==> src/hdl/pm_sensor_frame_parser_macros.svh <==
// assertion macros for the particle sensor frame parser
`ifndef PM_SENSOR_FRAME_PARSER_MACROS_SVH
`define PM_SENSOR_FRAME_PARSER_MACROS_SVH

// same-cycle implication, checked outside reset
`define PMSFP_ASSERT_NOW(label, ante, cons, msg) \
  label: assert property (@(posedge clk_i) disable iff (!rst_ni) (ante) |-> (cons)) \
    else $error(msg);

// next-cycle implication, checked outside reset
`define PMSFP_ASSERT_NEXT(label, ante, cons, msg) \
  label: assert property (@(posedge clk_i) disable iff (!rst_ni) (ante) |=> (cons)) \
    else $error(msg);

`endif

==> src/hdl/pmsfp_pkg.sv <==
// shared types and constants of the particle sensor frame parser
package pmsfp_pkg;

  localparam logic [7:0]  START_FIRST  = 8'h42;
  localparam logic [7:0]  START_SECOND = 8'h4D;
  localparam logic [15:0] LEN_SHORT    = 16'd20;
  localparam logic [15:0] LEN_LONG     = 16'd28;
  localparam int unsigned MAX_WORDS    = 12;
  localparam int unsigned SHORT_WORDS  = 8;
  localparam int unsigned IDX_W        = 4;

  typedef enum logic [1:0] {
    ST_RECV,
    ST_READ,
    ST_OUT
  } state_e;

  // commands from the controller to the datapath
  typedef struct packed {
    logic byte_en;    // accepted byte, advance the frame parser
    logic rd_start;   // good frame: clear word counter, mark ok
    logic fail_load;  // bad checksum: load the failure result
    logic rd_en;      // read the current word from the payload store
    logic next_word;  // advance to the next word
  } cmd_t;

  // status from the datapath to the controller
  typedef struct packed {
    logic frame_end;  // incoming byte closes the frame
    logic sum_match;  // incoming byte completes a matching checksum
    logic last_word;  // result on the output is the last of its run
  } sts_t;

endpackage

==> src/hdl/pmsfp_ram.sv <==
// generic single-port-write, single-port-read ram with registered read
module pmsfp_ram #(
  parameter int Width = 8,
  parameter int Depth = 12
) (
  input  logic                     clk_i,
  input  logic                     we_i,
  input  logic [$clog2(Depth)-1:0] waddr_i,
  input  logic [Width-1:0]         wdata_i,
  input  logic                     re_i,
  input  logic [$clog2(Depth)-1:0] raddr_i,
  output logic [Width-1:0]         rdata_o
);

  logic [Width-1:0] mem_q [Depth];
  logic [Width-1:0] rdata_q;

  // write port
  always_ff @(posedge clk_i) begin
    if (we_i) begin
      mem_q[waddr_i] <= wdata_i;
    end
  end

  // registered read port, holds when not enabled
  always_ff @(posedge clk_i) begin
    if (re_i) begin
      rdata_q <= mem_q[raddr_i];
    end
  end

  assign rdata_o = rdata_q;

endmodule

==> src/hdl/pmsfp_ctrl.sv <==
// controller state machine of the particle sensor frame parser
module pmsfp_ctrl (
  input  logic            clk_i,
  input  logic            rst_ni,
  input  logic            in_valid_i,
  output logic            in_stall_o,
  output logic            out_valid_o,
  input  logic            out_stall_i,
  input  pmsfp_pkg::sts_t sts_i,
  output pmsfp_pkg::cmd_t cmd_o
);

  pmsfp_pkg::state_e state_q, state_d;

  // state register
  always_ff @(posedge clk_i or negedge rst_ni) begin
    if (!rst_ni) begin
      state_q <= pmsfp_pkg::ST_RECV;
    end else begin
      state_q <= state_d;
    end
  end

  // next state and commands
  always_comb begin
    state_d     = state_q;
    cmd_o       = '0;
    in_stall_o  = 1'b1;
    out_valid_o = 1'b0;
    case (state_q)
      pmsfp_pkg::ST_RECV: begin
        in_stall_o = 1'b0;
        if (in_valid_i) begin
          cmd_o.byte_en = 1'b1;
          if (sts_i.frame_end) begin
            if (sts_i.sum_match) begin
              cmd_o.rd_start = 1'b1;
              state_d        = pmsfp_pkg::ST_READ;
            end else begin
              cmd_o.fail_load = 1'b1;
              state_d         = pmsfp_pkg::ST_OUT;
            end
          end
        end
      end
      pmsfp_pkg::ST_READ: begin
        cmd_o.rd_en = 1'b1;
        state_d     = pmsfp_pkg::ST_OUT;
      end
      pmsfp_pkg::ST_OUT: begin
        out_valid_o = 1'b1;
        if (!out_stall_i) begin
          if (sts_i.last_word) begin
            state_d = pmsfp_pkg::ST_RECV;
          end else begin
            cmd_o.next_word = 1'b1;
            state_d         = pmsfp_pkg::ST_READ;
          end
        end
      end
      default: begin
        state_d = pmsfp_pkg::ST_RECV;
      end
    endcase
  end

endmodule

==> src/hdl/pmsfp_dpath.sv <==
// datapath of the particle sensor frame parser: position, sum, payload store
module pmsfp_dpath #(
  parameter int PayloadBytes = 24
) (
  input  logic                           clk_i,
  input  logic                           rst_ni,
  input  logic [7:0]                     rx_byte_i,
  input  pmsfp_pkg::cmd_t                cmd_i,
  output pmsfp_pkg::sts_t                sts_o,
  output logic [pmsfp_pkg::IDX_W-1:0]    word_index_o,
  output logic [15:0]                    word_value_o,
  output logic                           checksum_ok_o,
  output logic                           last_o
);

  localparam int HalfDepth = (PayloadBytes + 1) / 2;
  localparam int AddrW     = $clog2(HalfDepth);
  localparam int PayWords  = PayloadBytes / 2;
  localparam int WordsLong =
    (PayWords < pmsfp_pkg::MAX_WORDS) ? PayWords : pmsfp_pkg::MAX_WORDS;
  localparam int WordsShort =
    (PayWords < pmsfp_pkg::SHORT_WORDS) ? PayWords : pmsfp_pkg::SHORT_WORDS;
  localparam logic [pmsfp_pkg::IDX_W-1:0] LastLong  = pmsfp_pkg::IDX_W'(WordsLong - 1);
  localparam logic [pmsfp_pkg::IDX_W-1:0] LastShort = pmsfp_pkg::IDX_W'(WordsShort - 1);

  logic [4:0]  pos_q, pos_d;
  logic [15:0] len_q, len_d;
  logic [15:0] sum_q, sum_d;
  logic [7:0]  chk_hi_q, chk_hi_d;
  logic [pmsfp_pkg::IDX_W-1:0] cnt_q;
  logic        ok_q;

  logic [15:0] pos_ext;
  logic [15:0] sum_add;
  logic [15:0] len_lo;
  logic        is_chk_hi;
  logic        is_chk_lo;
  logic [4:0]  pay_idx;
  logic        pay_we;
  logic        we_even, we_odd;
  logic [AddrW-1:0] waddr, raddr;
  logic [7:0]  rd_even, rd_odd;
  logic [pmsfp_pkg::IDX_W-1:0] last_idx;

  assign pos_ext   = {11'd0, pos_q};
  assign sum_add   = sum_q + {8'd0, rx_byte_i};
  assign len_lo    = {len_q[15:8], rx_byte_i};
  assign is_chk_hi = (pos_q > 5'd3) && (pos_ext == len_q + 16'd2);
  assign is_chk_lo = (pos_q > 5'd3) && (pos_ext == len_q + 16'd3);
  assign pay_idx   = pos_q - 5'd4;

  // byte-by-byte frame parsing
  always_comb begin
    pos_d    = pos_q;
    len_d    = len_q;
    sum_d    = sum_q;
    chk_hi_d = chk_hi_q;
    pay_we   = 1'b0;
    if (cmd_i.byte_en) begin
      if (pos_q == 5'd0) begin
        if (rx_byte_i == pmsfp_pkg::START_FIRST) begin
          sum_d = {8'd0, rx_byte_i};
          pos_d = 5'd1;
        end
      end else if (pos_q == 5'd1) begin
        if (rx_byte_i == pmsfp_pkg::START_SECOND) begin
          sum_d = sum_add;
          pos_d = 5'd2;
        end else begin
          pos_d = 5'd0;
        end
      end else if (pos_q == 5'd2) begin
        sum_d = sum_add;
        len_d = {rx_byte_i, 8'd0};
        pos_d = 5'd3;
      end else if (pos_q == 5'd3) begin
        len_d = len_lo;
        if (len_lo == pmsfp_pkg::LEN_SHORT || len_lo == pmsfp_pkg::LEN_LONG) begin
          sum_d = sum_add;
          pos_d = 5'd4;
        end else begin
          pos_d = 5'd0;
        end
      end else if (is_chk_hi) begin
        chk_hi_d = rx_byte_i;
        pos_d    = pos_q + 5'd1;
      end else if (is_chk_lo) begin
        pos_d = 5'd0;
      end else begin
        sum_d  = sum_add;
        pay_we = ({1'b0, pay_idx} < 6'(PayloadBytes));
        pos_d  = pos_q + 5'd1;
      end
    end
  end

  // parser registers
  always_ff @(posedge clk_i or negedge rst_ni) begin
    if (!rst_ni) begin
      pos_q    <= '0;
      len_q    <= '0;
      sum_q    <= '0;
      chk_hi_q <= '0;
    end else begin
      pos_q    <= pos_d;
      len_q    <= len_d;
      sum_q    <= sum_d;
      chk_hi_q <= chk_hi_d;
    end
  end

  // word counter and result kind
  always_ff @(posedge clk_i or negedge rst_ni) begin
    if (!rst_ni) begin
      cnt_q <= '0;
      ok_q  <= 1'b0;
    end else if (cmd_i.rd_start) begin
      cnt_q <= '0;
      ok_q  <= 1'b1;
    end else if (cmd_i.fail_load) begin
      cnt_q <= '0;
      ok_q  <= 1'b0;
    end else if (cmd_i.next_word) begin
      cnt_q <= cnt_q + 1'b1;
    end
  end

  // payload store split into even and odd byte banks
  assign we_even = pay_we && !pay_idx[0];
  assign we_odd  = pay_we && pay_idx[0];
  assign waddr   = AddrW'(pay_idx >> 1);
  assign raddr   = AddrW'(cnt_q);

  pmsfp_ram #(
    .Width (8),
    .Depth (HalfDepth)
  ) u_ram_even (
    .clk_i   (clk_i),
    .we_i    (we_even),
    .waddr_i (waddr),
    .wdata_i (rx_byte_i),
    .re_i    (cmd_i.rd_en),
    .raddr_i (raddr),
    .rdata_o (rd_even)
  );

  pmsfp_ram #(
    .Width (8),
    .Depth (HalfDepth)
  ) u_ram_odd (
    .clk_i   (clk_i),
    .we_i    (we_odd),
    .waddr_i (waddr),
    .wdata_i (rx_byte_i),
    .re_i    (cmd_i.rd_en),
    .raddr_i (raddr),
    .rdata_o (rd_odd)
  );

  // status and result fields
  assign last_idx = (len_q == pmsfp_pkg::LEN_LONG) ? LastLong : LastShort;

  assign sts_o.frame_end = is_chk_lo;
  assign sts_o.sum_match = (sum_q == {chk_hi_q, rx_byte_i});
  assign sts_o.last_word = !ok_q || (cnt_q == last_idx);

  assign word_index_o  = cnt_q;
  assign word_value_o  = ok_q ? {rd_even, rd_odd} : 16'd0;
  assign checksum_ok_o = ok_q;
  assign last_o        = sts_o.last_word;

endmodule

==> src/hdl/pm_sensor_frame_parser.sv <==
// top level of the particle sensor serial frame parser
//
// Input channel: one received serial byte per transfer (rx_byte_i) under
// in_valid_i / in_stall_o. The parser hunts for 0x42 0x4D, takes a
// big-endian length of 20 or 28, sums all bytes before the checksum and
// stores the payload in two byte-wide rams (even and odd bytes).
// Output channel: word_index_o, word_value_o, checksum_ok_o, last_o under
// out_valid_o / out_stall_i.
// Bytes are taken one per cycle while a frame is being received. The
// transfer of the last checksum byte starts the result run: a good frame
// gives 8 or 12 words, each read from the rams in ST_READ and then shown
// in ST_OUT; a bad checksum gives one failure result in the cycle after
// that transfer. Input is stalled for the whole run. While out_stall_i is
// high the result holds and nothing advances.
// Reset returns the parser to hunting with a cleared sum; the payload
// rams are not cleared and need no clearing pass.
module pm_sensor_frame_parser #(
  parameter int PayloadBytes = 24
) (
  input  logic        clk_i,
  input  logic        rst_ni,
  input  logic        in_valid_i,
  output logic        in_stall_o,
  input  logic [7:0]  rx_byte_i,
  output logic        out_valid_o,
  input  logic        out_stall_i,
  output logic [3:0]  word_index_o,
  output logic [15:0] word_value_o,
  output logic        checksum_ok_o,
  output logic        last_o
);

  `include "pm_sensor_frame_parser_macros.svh"

  pmsfp_pkg::cmd_t cmd;
  pmsfp_pkg::sts_t sts;

  // controller
  pmsfp_ctrl u_ctrl (
    .clk_i       (clk_i),
    .rst_ni      (rst_ni),
    .in_valid_i  (in_valid_i),
    .in_stall_o  (in_stall_o),
    .out_valid_o (out_valid_o),
    .out_stall_i (out_stall_i),
    .sts_i       (sts),
    .cmd_o       (cmd)
  );

  // datapath
  pmsfp_dpath #(
    .PayloadBytes (PayloadBytes)
  ) u_dpath (
    .clk_i         (clk_i),
    .rst_ni        (rst_ni),
    .rx_byte_i     (rx_byte_i),
    .cmd_i         (cmd),
    .sts_o         (sts),
    .word_index_o  (word_index_o),
    .word_value_o  (word_value_o),
    .checksum_ok_o (checksum_ok_o),
    .last_o        (last_o)
  );

  // checks
  `PMSFP_ASSERT_NOW(a_stall_while_emit, out_valid_o, in_stall_o, "input open during result run")
  `PMSFP_ASSERT_NOW(a_fail_shape, out_valid_o && !checksum_ok_o, last_o && word_index_o == 4'd0 && word_value_o == 16'd0, "malformed failure result")
  `PMSFP_ASSERT_NOW(a_index_range, out_valid_o, word_index_o < 4'd12, "word index out of range")
  `PMSFP_ASSERT_NEXT(a_run_ends, out_valid_o && !out_stall_i && last_o, !out_valid_o && !in_stall_o, "run did not end after last")

endmodule

==> config.mk <==
export PLATFORM = sky130hd
export DESIGN_NAME = pm_sensor_frame_parser
export DESIGN_NICKNAME = d
export VERILOG_FILES = /design/src/hdl/pmsfp_pkg.sv /design/src/hdl/pmsfp_ram.sv /design/src/hdl/pmsfp_ctrl.sv /design/src/hdl/pmsfp_dpath.sv /design/src/hdl/pm_sensor_frame_parser.sv
export VERILOG_INCLUDE_DIRS = /design/src /design/src/hdl
export SDC_FILE = /design/constraint.sdc
export NUM_CORES = 1
export LEC_CHECK = 0
export ABC_AREA = 1
export BUFFER_PORTS_ARGS = -buffer_cell sky130_fd_sc_hd__buf_4
export CORE_MARGIN = 2
export CORE_UTILIZATION = 40
export DETAILED_ROUTE_END_ITERATION = 10
export GPL_ROUTABILITY_DRIVEN = 1
export PLACE_DENSITY = 0.57
export SETUP_SLACK_MARGIN = 0.05
export SLEW_MARGIN = 20
export SYNTH_ARGS = -nofsm -noshare
export SYNTH_HDL_FRONTEND = slang
export SYNTH_SLANG_ARGS = --single-unit
==> constraint.sdc <==
create_clock -name clk_i -period 4.06 [get_ports clk_i]
set_input_delay 0.203 -clock clk_i [delete_from_list [all_inputs] [get_ports clk_i]]
set_output_delay 0.203 -clock clk_i [all_outputs]
set_load 0.1 [all_outputs]
== Word level (Yosys, flattened, before mapping) ==
Memory sizes are Yosys's and may differ from the RTL's. A register that Yosys moved wholly into a read port is not among the register bits.
Cells that the tools add are included.
Cells by class
  equal/unequal tests: 22
  bitwise logic cells: 4
  add/subtract/negate cells: 6
  mux-type cells: 55
  reduce and logical (&&, ||, !) cells: 19
  magnitude comparators: 2
Operator list (number)
  $mux 16: 11
  $eq 16x5->1 const B: 3
  $mux 5: 7
  $add 16x2->16 const B: 2
  $eq 5x16->1: 2
  $mux 1: 22
  $add 16x8->16: 1
  $eq 16x16->1: 1
  $eq 8x7->1 const B: 2
  $mux 4: 4
  $mux 2: 6
  $reduce_and 6->1: 2
  $eq 5x2->1 const B: 2
  $ne 5x5->1 const B: 2
  $mux 3: 3
  $mux 8: 1
  $reduce_and 4->1: 2
  $ne 2x2->1 const B: 3
  $pmux 2 s3: 1
  $add 5x1->5 const B: 1
  $eq 5x1->1 const B: 1
  $gt 5x2->1 const B: 1
  $logic_not 5->1: 1
  $lt 5x5->1 const B: 1
  other kinds (17): 26
Storage, ports and cells
  input port bits: 12
  output and inout bits: 24
  memories: 2
  memory bits (writable): 192
  logic and storage cells: 118
  register bits: 52
Memories
  u_dpath.u_ram_even.mem_q: depth 12, bits a word 8, rd ports 1, clocked after Yosys merged registers in 1, write ports 1, line pmsfp_ram.sv:15  | logic [Width-1:0] mem_q [Depth];
  u_dpath.u_ram_odd.mem_q: depth 12, bits a word 8, rd ports 1, clocked after Yosys merged registers in 1, write ports 1, line pmsfp_ram.sv:15

== Longest topological paths before layout ==
Gate-level depths: netlist (run 1).
  depth after elaboration: 13
  gate-level depth with buffers: 17
  mapped depth without buffers: 16

== By module ==
A second synthesis (run 1) with hierarchy kept.
Second synthesis, totals
  cells, all modules: 1507
  area total of the unflattened synthesis: 13369.1 sq um
Modules (own cells, without submodules)
  pmsfp_ram: times used 2, sequential area each 3123.0 sq um, area an instance 4377.9 sq um, cells each 389
  pmsfp_dpath: times used 1, sequential area each 1251.2 sq um, area an instance 4465.5 sq um, cells each 703
  pmsfp_ctrl: times used 1, sequential area each 50.0 sq um, area an instance 147.6 sq um, cells each 26

== Worst setup path before layout (run 1) ==
No wires, ideal clock.
  path type: register -> register
  start: register u_dpath.pos_q[2]
  end: memory u_dpath.u_ram_odd.mem_q[0][0] (enable)
  path buffers: 3
  arrival time: 2.464 ns
  period minus slack after synthesis: 2.835 ns
  stages on the path, launching flop included: 15
  required time: 3.690 ns
  setup time: 0.370 ns
  setup slack: 1.225 ns
  cells stage by stage: dfrtp_1 -> buf_2 -> inv_1 -> ha_1 -> inv_1 -> nor2_1 -> inv_1 -> nor2_1 -> buf_4 -> nor2_1 -> nand2_1 -> a211oi_1 -> nand4_2 -> buf_2 -> nor2_1
Between the ends
  longest elaborated chain between the ends: 12
  elaborated cells between the ends (all ways): 21
  classes of those cells: add/sub: 1; order compare: 2; eq/ne: 5; mux: 9; reduce/logical: 4
RTL lines
  start: declaration: line pmsfp_dpath.sv:26  | logic [4:0] pos_q, pos_d;
  start signal: assignment: line pmsfp_dpath.sv:105  | pos_q <= pos_d;
  $sub 5x3->5 (tied with other cells): line pmsfp_dpath.sv:50  | assign pay_idx = pos_q - 5'd4;
  $lt 5x5->1 or $logic_and 1x1->1 (tied branches): line pmsfp_dpath.sv:91, pmsfp_dpath.sv:49
  $mux 1: line pmsfp_dpath.sv:87  | end else if (is_chk_lo) begin
  $mux 1: line pmsfp_dpath.sv:84  | end else if (is_chk_hi) begin
  $mux 1: line pmsfp_dpath.sv:76  | end else if (pos_q == 5'd3) begin
  $mux 1: line pmsfp_dpath.sv:72  | end else if (pos_q == 5'd2) begin
  $mux 1: line pmsfp_dpath.sv:65  | end else if (pos_q == 5'd1) begin
  $mux 1: line pmsfp_dpath.sv:60  | if (pos_q == 5'd0) begin
  $mux 1: line pmsfp_dpath.sv:59  | if (cmd_i.byte_en) begin
  $logic_and 1x1->1: line pmsfp_dpath.sv:130  | assign we_odd = pay_we && pay_idx[0];
  $mux 1: line pmsfp_ram.sv:20  | if (we_i) begin
  $mux 1 (not written as such): line pmsfp_ram.sv:21  | mem_q[waddr_i] <= wdata_i;
  end: declaration: line pmsfp_ram.sv:15
Several ways; a longest one is shown, not always the timed one.

== Worst setup path in the final report (run 1) ==
  start: register u_dpath.pos_q[2]
  end: memory u_dpath.u_ram_odd.mem_q[0][5] (enable)
Same word-level chain as after synthesis.

==> results of run 1 <==
-- area by class of cell --
class / count / area share [%]
flip-flops and latches: 260 / 51.69
multi-input cells: 962 / 32.19
clock buffers: 40 / 5.799
well taps: 402 / 3.444
inverters: 114 / 2.930
repair buffers: 56 / 2.912
clock inverters: 14 / 1.036
-- synthesized netlist by cell type, drive strengths merged, types with 4 or more instances --
| library cell | n | area share [%] |
|---|---|---|
| nor3 | 8 | 0.31 |
| ha | 19 | 1.8 |
| buf | 18 | 0.78 |
| nor4 | 4 | 0.19 |
| xnor2 | 9 | 0.61 |
| nand4 | 45 | 2.3 |
| xor2 | 15 | 1.0 |
| clkbuf | 40 | 1.2 |
| a21oi | 11 | 0.51 |
| or2 | 9 | 0.44 |
| nand3 | 81 | 3.4 |
| edfxtp | 208 | 48 |
| o21ai | 85 | 3.3 |
| o32ai | 48 | 3.3 |
| inv | 114 | 3.3 |
| dfrtp | 52 | 10 |
| nor2 | 269 | 8.3 |
| nand2 | 348 | 10 |
| nand3b | 5 | 0.29 |
-- critical path: stages, from the launching register on --
cell	delay, ps
dfrtp_1	530
inv_1	180
ha_1	230
inv_1	50
nor2_1	70
nand2_2	190
nand2_1	130
nor2_1	220
nand2_1	110
a211oi_1	340
nand4_2	370
nor2_1	650
-- power by group through the flow --
stage	logic [mW]	clock network (mW)	registers (mW)
after global routing	3.79	2.83	3.46
final	3.36	2.67	3.43
after global placement	3.34	0	3.47
after floorplan	2.50	0	3.41
after detailed placement	3.35	0	3.47
after CTS	3.36	2.72	3.42
-- sequential cells by signal (all words and copies together), names as in the netlist --
name                        flops
u_dpath.chk_hi_q                8
u_dpath.u_ram_odd.mem_q        96
u_dpath.u_ram_even.mem_q       96
u_dpath.sum_q                  16
u_dpath.word_index_o            4
u_dpath.checksum_ok_o           1
u_dpath.u_ram_even.rdata_o      8
u_ctrl.state_q                  2
u_dpath.u_ram_odd.rdata_o       8
u_dpath.pos_q                   5
u_dpath.len_q                  16
-- cells in the final DEF (no fill, tap or decap), types with 4 or more instances in the layout --
| cell | Yosys | layout |
|---|---|---|
| nor2_2 | 16 | 16 |
| edfxtp_1 | 208 | 208 |
| clkbuf_16 | 0 | 29 |
| ha_1 | 19 | 19 |
| nand3b_1 | 5 | 5 |
| clkbuf_8 | 0 | 8 |
| nor3_1 | 8 | 8 |
| nand4_1 | 43 | 43 |
| nor4_1 | 4 | 4 |
| xor2_1 | 15 | 15 |
| nor2_1 | 250 | 250 |
| buf_4 | 2 | 54 |
| o32ai_1 | 48 | 48 |
| nand2_1 | 342 | 342 |
| clkinv_2 | 0 | 6 |
| o21ai_0 | 82 | 82 |
| dfrtp_1 | 52 | 50 |
| or2_2 | 9 | 9 |
| inv_1 | 113 | 113 |
| nand3_1 | 77 | 77 |
| xnor2_1 | 9 | 9 |
| nand2_2 | 6 | 6 |
| a21oi_1 | 10 | 10 |
-- per-stage QoR --
stage / hold WS, ps / cells / total power [mW]
after floorplan: -92.59 / 1394 / 5.913
after global placement: 316.0 / 1792 / 6.814
after detailed placement: 307.5 / 1792 / 6.825
after CTS: 101.0 / 1848 / 9.500
after global routing: 111.9 / 1848 / 10.08
final: 122.6 / 1848 / 9.454
-- final timing paths --
| kind | start | end | slack (ps) | depth (start not counted) |
|---|---|---|---|---|
| min | in_valid_i | u_ctrl.state_q[0] | 120 | 5 |
| max in group asynchronous | rst_ni | u_dpath.word_index_o[1] | 3310 | 2 |
| max reg2reg | u_dpath.pos_q[2] | u_dpath.u_ram_odd.mem_q[0][5] | 620 | 11 |
| max | u_dpath.pos_q[2] | u_dpath.u_ram_odd.mem_q[0][5] | 620 | 11 |
| min reg2reg | u_dpath.sum_q[6] | u_dpath.sum_q[6] | 490 | 2 |
| min in group asynchronous | rst_ni | u_dpath.len_q[6] | 240 | 2 |
-- kinds of logic (layout without fill, tap and decap cells) --
group,Yosys count,count (layout)
simple gates,770,770
xor+xnor,24,24
flops,260,260
buf+inv,172,224
compound gates,148,148
fa+ha+maj,20,20
-- layer usage --
metal / vias to the layer above / global-route usage, % / wire length, µm
li1: 4785 / - / -
met1: 4728 / 28.62 / 15630
met2: 262 / 33.69 / 16060
met3: 51 / 2.239 / 1626
met4: 0 / 5.632 / 791
met5: - / 0 / 0
-- repair_timing --
action,4_1_cts,5_1_grt
endpoints found under the hold margin,55,0
hold buffers,2,0
endpoints found under the setup margin,0,0
==> results.yml, run 1 <==
status:
  outcome: "finished clean"
timing:
  fin_tns_setup_ps: 0
  fin_worst_skew_ps: 15.80
  layout_setup_ws_ps: 623.9
  rsz0062_at_grt: "no"
  fin_crit_ps: 3436
  slew_headroom_pct: 32.09
  maxSlewViolCount: 0
  min_period_over_period_pct: 84.63
  hold_viol: 0
  worst_pin_slew_ps: 1015
  setup_viol: 0
  fmax_mhz: 291.0
global_routing:
  grt_max_degree: 100
  antenna_found_initial: 0
  groute.usage.overall_pct: 20.40
  grt_pass1_wl_um: 53430
  grt_pass1_vias: 9515
  grt_overflow: 0
pwr:
  p_leak_nw: 5.909
  power_density_mw_per_mm2: 647.2
  internal_power_mw: 5.728
  swShare_pct: 39.40
  clockPowerShare_pct: 28.2
  power_frac_comb_pct: 35.5
  switching_power_mw: 3.725
  seqPwrFrac_pct: 36.3
  ir_worst_vdd_mv: 0.3721
die:
  ioPinCount: 36
  die_x_um: 183.8
  fp.coreArea_mm2: 0.03172
  dieArea_mm2: 0.03378
  start_util_pct: 40.76
  die_h_um: 183.8
  rows: 65
clocking:
  cts_setup_buffers: 0
  worstSkewPairLatency_ps: 560
  clkSinkCount: 260
  ctsResizeCount: 0
  clock-root-buffer: "clkbuf_16"
  cts_made_buffers: 29
  htreeDepth: 1
  cts.path.max_buffers: 3
  clkSlewWorstSetupHoldPaths_ps: 60
  tritoncts: "yes"
synth:
  seq_area_frac_synth_pct: 58.38
  yosys.area_share.simple_pct: 25.47
  netlist-cell-type-count: 37
  synth_top_family_by_area: "simple AND/OR/NAND/NOR gates"
  ys_ff_latch: 260
  synth_fp_nets: 1426
  yosys_most_used_dff: "edfxtp_1"
  synthAdderAreaFrac_pct: 1.994
  synth-xor-area-share_pct: 1.626
  syn_inst: 1394
  async_flop_share_pct: 20.00
  synthMuxAreaShare_pct: 0
  synth-compound-area-share_pct: 7.278
  yosysWarnings: 0
  synth_area_mm2: 0.01293
  synth_area_per_cell_um2: 9.274
  synth_edf_count: 208
setup_path:
  start_kind: "register"
  cp_data_required_time_ps: 4240
  arrival_ps: 3620
  crit_path_end_kind: "register"
  path_max_fanout: 12
  crit_type: "register to register"
layout:
  regArea_mm2: 0.007550
  syn_to_final_growth_pct: 12.98
  utilization_pct: 46.05
  drive_gt1_share_pct: 10.30
  nFillCells: 3053
  multi_input_area_mm2: 0.004702
  antennaDiodeCount: 0
  stdcell_area_mm2: 0.01461
  nNetsFinal: 1455
route:
  wl_um: 34110
  vias_per_cell: 5.317
  wl_per_cell_um: 18.46
  ant_nets: 0
  firstDrtPassIters: 7
  drc: 0
  vias: 9826
  drtIter0Drc: 813
place:
  dp_hpwl_um: 22590
  dpl_worst_slack_ps: 633.9
  port_buffers: 35
  gp_congestion: 0.9610
  dpl_cell_area_mm2: 0.01359
worst_hold_path:
  hold_class: "input port to register"
flow_run:
  drv_cap: 0
No activity file was read; power rests on OpenSTA's default activity.
==> inputs of run 2 (changes only) <==
- PLACE_DENSITY: 0.57 -> 0.59
- clock period: 4.06 -> 3.05 ns (I/O delays scaled with it)
==> results.yml, run 2 (same netlist as run 1, synthesis figures left out) <==
clocking:
  tritoncts: "yes"
  clkSinkCount: 260
  worstSkewPairLatency_ps: 550
  cts_made_buffers: 28
  clock-root-buffer: "clkbuf_16"
  cts.path.max_buffers: 3
  htreeDepth: 1
  clkSlewWorstSetupHoldPaths_ps: 60
  cts_setup_buffers: 0
die:
  die_x_um: 183.8
  fp.coreArea_mm2: 0.03172
  dieArea_mm2: 0.03378
  ioPinCount: 36
  die_h_um: 183.8
  start_util_pct: 40.76
  rows: 65
pwr:
  seqPwrFrac_pct: 35.8
  internal_power_mw: 7.573
  clockPowerShare_pct: 26.0
  power_density_mw_per_mm2: 850.5
  switching_power_mw: 5.008
  ir_worst_vdd_mv: 0.5188
  swShare_pct: 39.80
  p_leak_nw: 6.015
  power_frac_comb_pct: 38.3
setup_path:
  ff2ff_path_depth: 12
  crit_path_end_kind: "register"
  slowest_stage: "dfrtp_1"
  cp_data_required_time_ps: 3230
  worstReg2RegEnd: "u_dpath.u_ram_even.mem_q[9][7]"
  cp_common_cell: "nand2_1"
  crit_type: "register to register"
  arrival_ps: 3000
  r2r-start: "u_dpath.pos_q[3]"
  rrSetupSlack_ps: 240
  critical_path.cell_chain: "inv_1 > ha_1 > inv_1 > nor2_1 > nand2_1 > nand2_1 > nor2_1 > nand2_1 > a211oi_2 > nand4_2 > buf_4 > nor2_2"
  max_stage_delay_ps: 430
  path_max_fanout: 12
  start_kind: "register"
route:
  dr_wl_met2_um: 16620
  met3_wirelength_um: 1976
  firstDrtPassIters: 5
  wl_per_cell_um: 19.06
  wl_um: 35770
  drtIter0Drc: 903
  drc: 0
  ant_nets: 0
  highest_layer: "met4"
  vias: 9985
  vias_per_cell: 5.320
  met1_length_um: 16460
layout:
  final_common_cell: "nand2_1"
  nNetsFinal: 1486
  drive_gt1_share_pct: 11.53
  antennaDiodeCount: 0
  reg_top3: "u_dpath.u_ram_even.mem_q x96, u_dpath.u_ram_odd.mem_q x96"
  final_cell_mix: "nand2_1 (342), nor2_1 (250), edfxtp_1 (208)"
  stdcell_area_mm2: 0.01479
  syn_to_final_growth_pct: 14.42
timing:
  maxSlewViolCount: 0
  fin_worst_skew_ps: 22.56
  setup_viol: 0
  fmax_mhz: 355.3
  rsz0062_at_grt: "yes"
  min_period_over_period_pct: 92.28
  fin_tns_setup_ps: 0
  worst_pin_slew_ps: 988.0
  fin_crit_ps: 2814
  hold_viol: 0
  slew_headroom_pct: 33.69
worst_hold_path:
  hp-start: "rx_byte_i[5]"
  hold_class: "input port to register"
  holdPathStages: 1
  min_to: "u_dpath.u_ram_odd.mem_q[2][5]"
global_routing:
  grt_overflow: 0
  groute.usage.overall_pct: 21.54
  grt_max_degree: 72
  antenna_found_initial: 0
  grt_pass1_vias: 9639
  grt_pass1_wl_um: 56270
flow_run:
  drv_cap: 0
place:
  gp_congestion: 0.9660
  dp_hpwl_um: 24080
  dpl_cell_area_mm2: 0.01386
  port_buffers: 35
status:
  outcome: "finished clean"
run 2: per-stage QoR:
stage	total power, mW	instances	hold slack [ps]	utilization (%)	worst slack [ps]
2_1_floorplan	7.871	1394	-143.1	-	215.5
3_3_place_gp	9.315	1822	274.3	43.71	312.0
3_5_place_dp	9.323	1822	271.0	43.71	200.1
4_1_cts	12.60	1877	21.13	46.60	169.7
5_1_grt	13.37	1877	18.43	46.64	24.18
6_report	12.58	1877	36.91	46.64	235.6
run 2: layer usage:
| metal | vias up | global-route usage, % |
|---|---|---|
| met5 | - | 0 |
| met4 | 0 | 4.448 |
| met3 | 46 | 2.694 |
| met2 | 312 | 35.49 |
| met1 | 4780 | 30.67 |
| li1 | 4847 | - |
run 2: critical path: cells and delay by family, from the launching register on:
kind | cells | cell delay [ps]
and+or+nand+nor | 7 | 1180
DFF | 1 | 430
buffers and inverters | 3 | 400
AOI/OAI and AO/OA | 1 | 250
adders and majority gates | 1 | 200
run 2: how the worst max path moves through the flow:
stage          slack [ps]              from                              to
2_1_floorplan         220  u_dpath.pos_q[2]   u_dpath.u_ram_odd.mem_q[0][0]
3_3_place_gp          310  u_dpath.pos_q[3]  u_dpath.u_ram_even.mem_q[3][1]
3_5_place_dp          200  u_dpath.pos_q[3]  u_dpath.u_ram_even.mem_q[3][3]
4_1_cts               170  u_dpath.pos_q[3]  u_dpath.u_ram_even.mem_q[3][1]
5_1_grt                20  u_dpath.pos_q[3]  u_dpath.u_ram_even.mem_q[3][1]
6_report              240  u_dpath.pos_q[3]  u_dpath.u_ram_even.mem_q[9][7]
run 2: timing repair:
| action | CTS | global route |
|---|---|---|
| hold endpoints to repair | 65 | 0 |
| hold buffers | 4 | 0 |
| endpoints found under the setup margin | 0 | 116 |
| gates resized for setup | 0 | 4 |
run 2: power by group through the flow:
stage          Combinational (mW)  Clock, mW  Sequential (mW)
2_1_floorplan                3.33          0             4.54
3_3_place_gp                 4.76          0             4.55
3_5_place_dp                 4.77          0             4.56
4_1_cts                      4.79       3.32             4.49
5_1_grt                      5.37       3.46             4.53
6_report                     4.82       3.27             4.50
run 2: final cells by class:
| type | count | area [µm²] |
|---|---|---|
| Clock inverter | 11 | 112.6 |
| Multi-Input combinational cell | 962 | 4707 |
| Timing Repair Buffer | 88 | 720.7 |
| Clock buffer | 40 | 765.7 |
| Sequential cell | 260 | 7552 |
| Tap cell | 402 | 503.0 |
| Fill cell | 3045 | 16930 |
| Inverter | 114 | 431.7 |
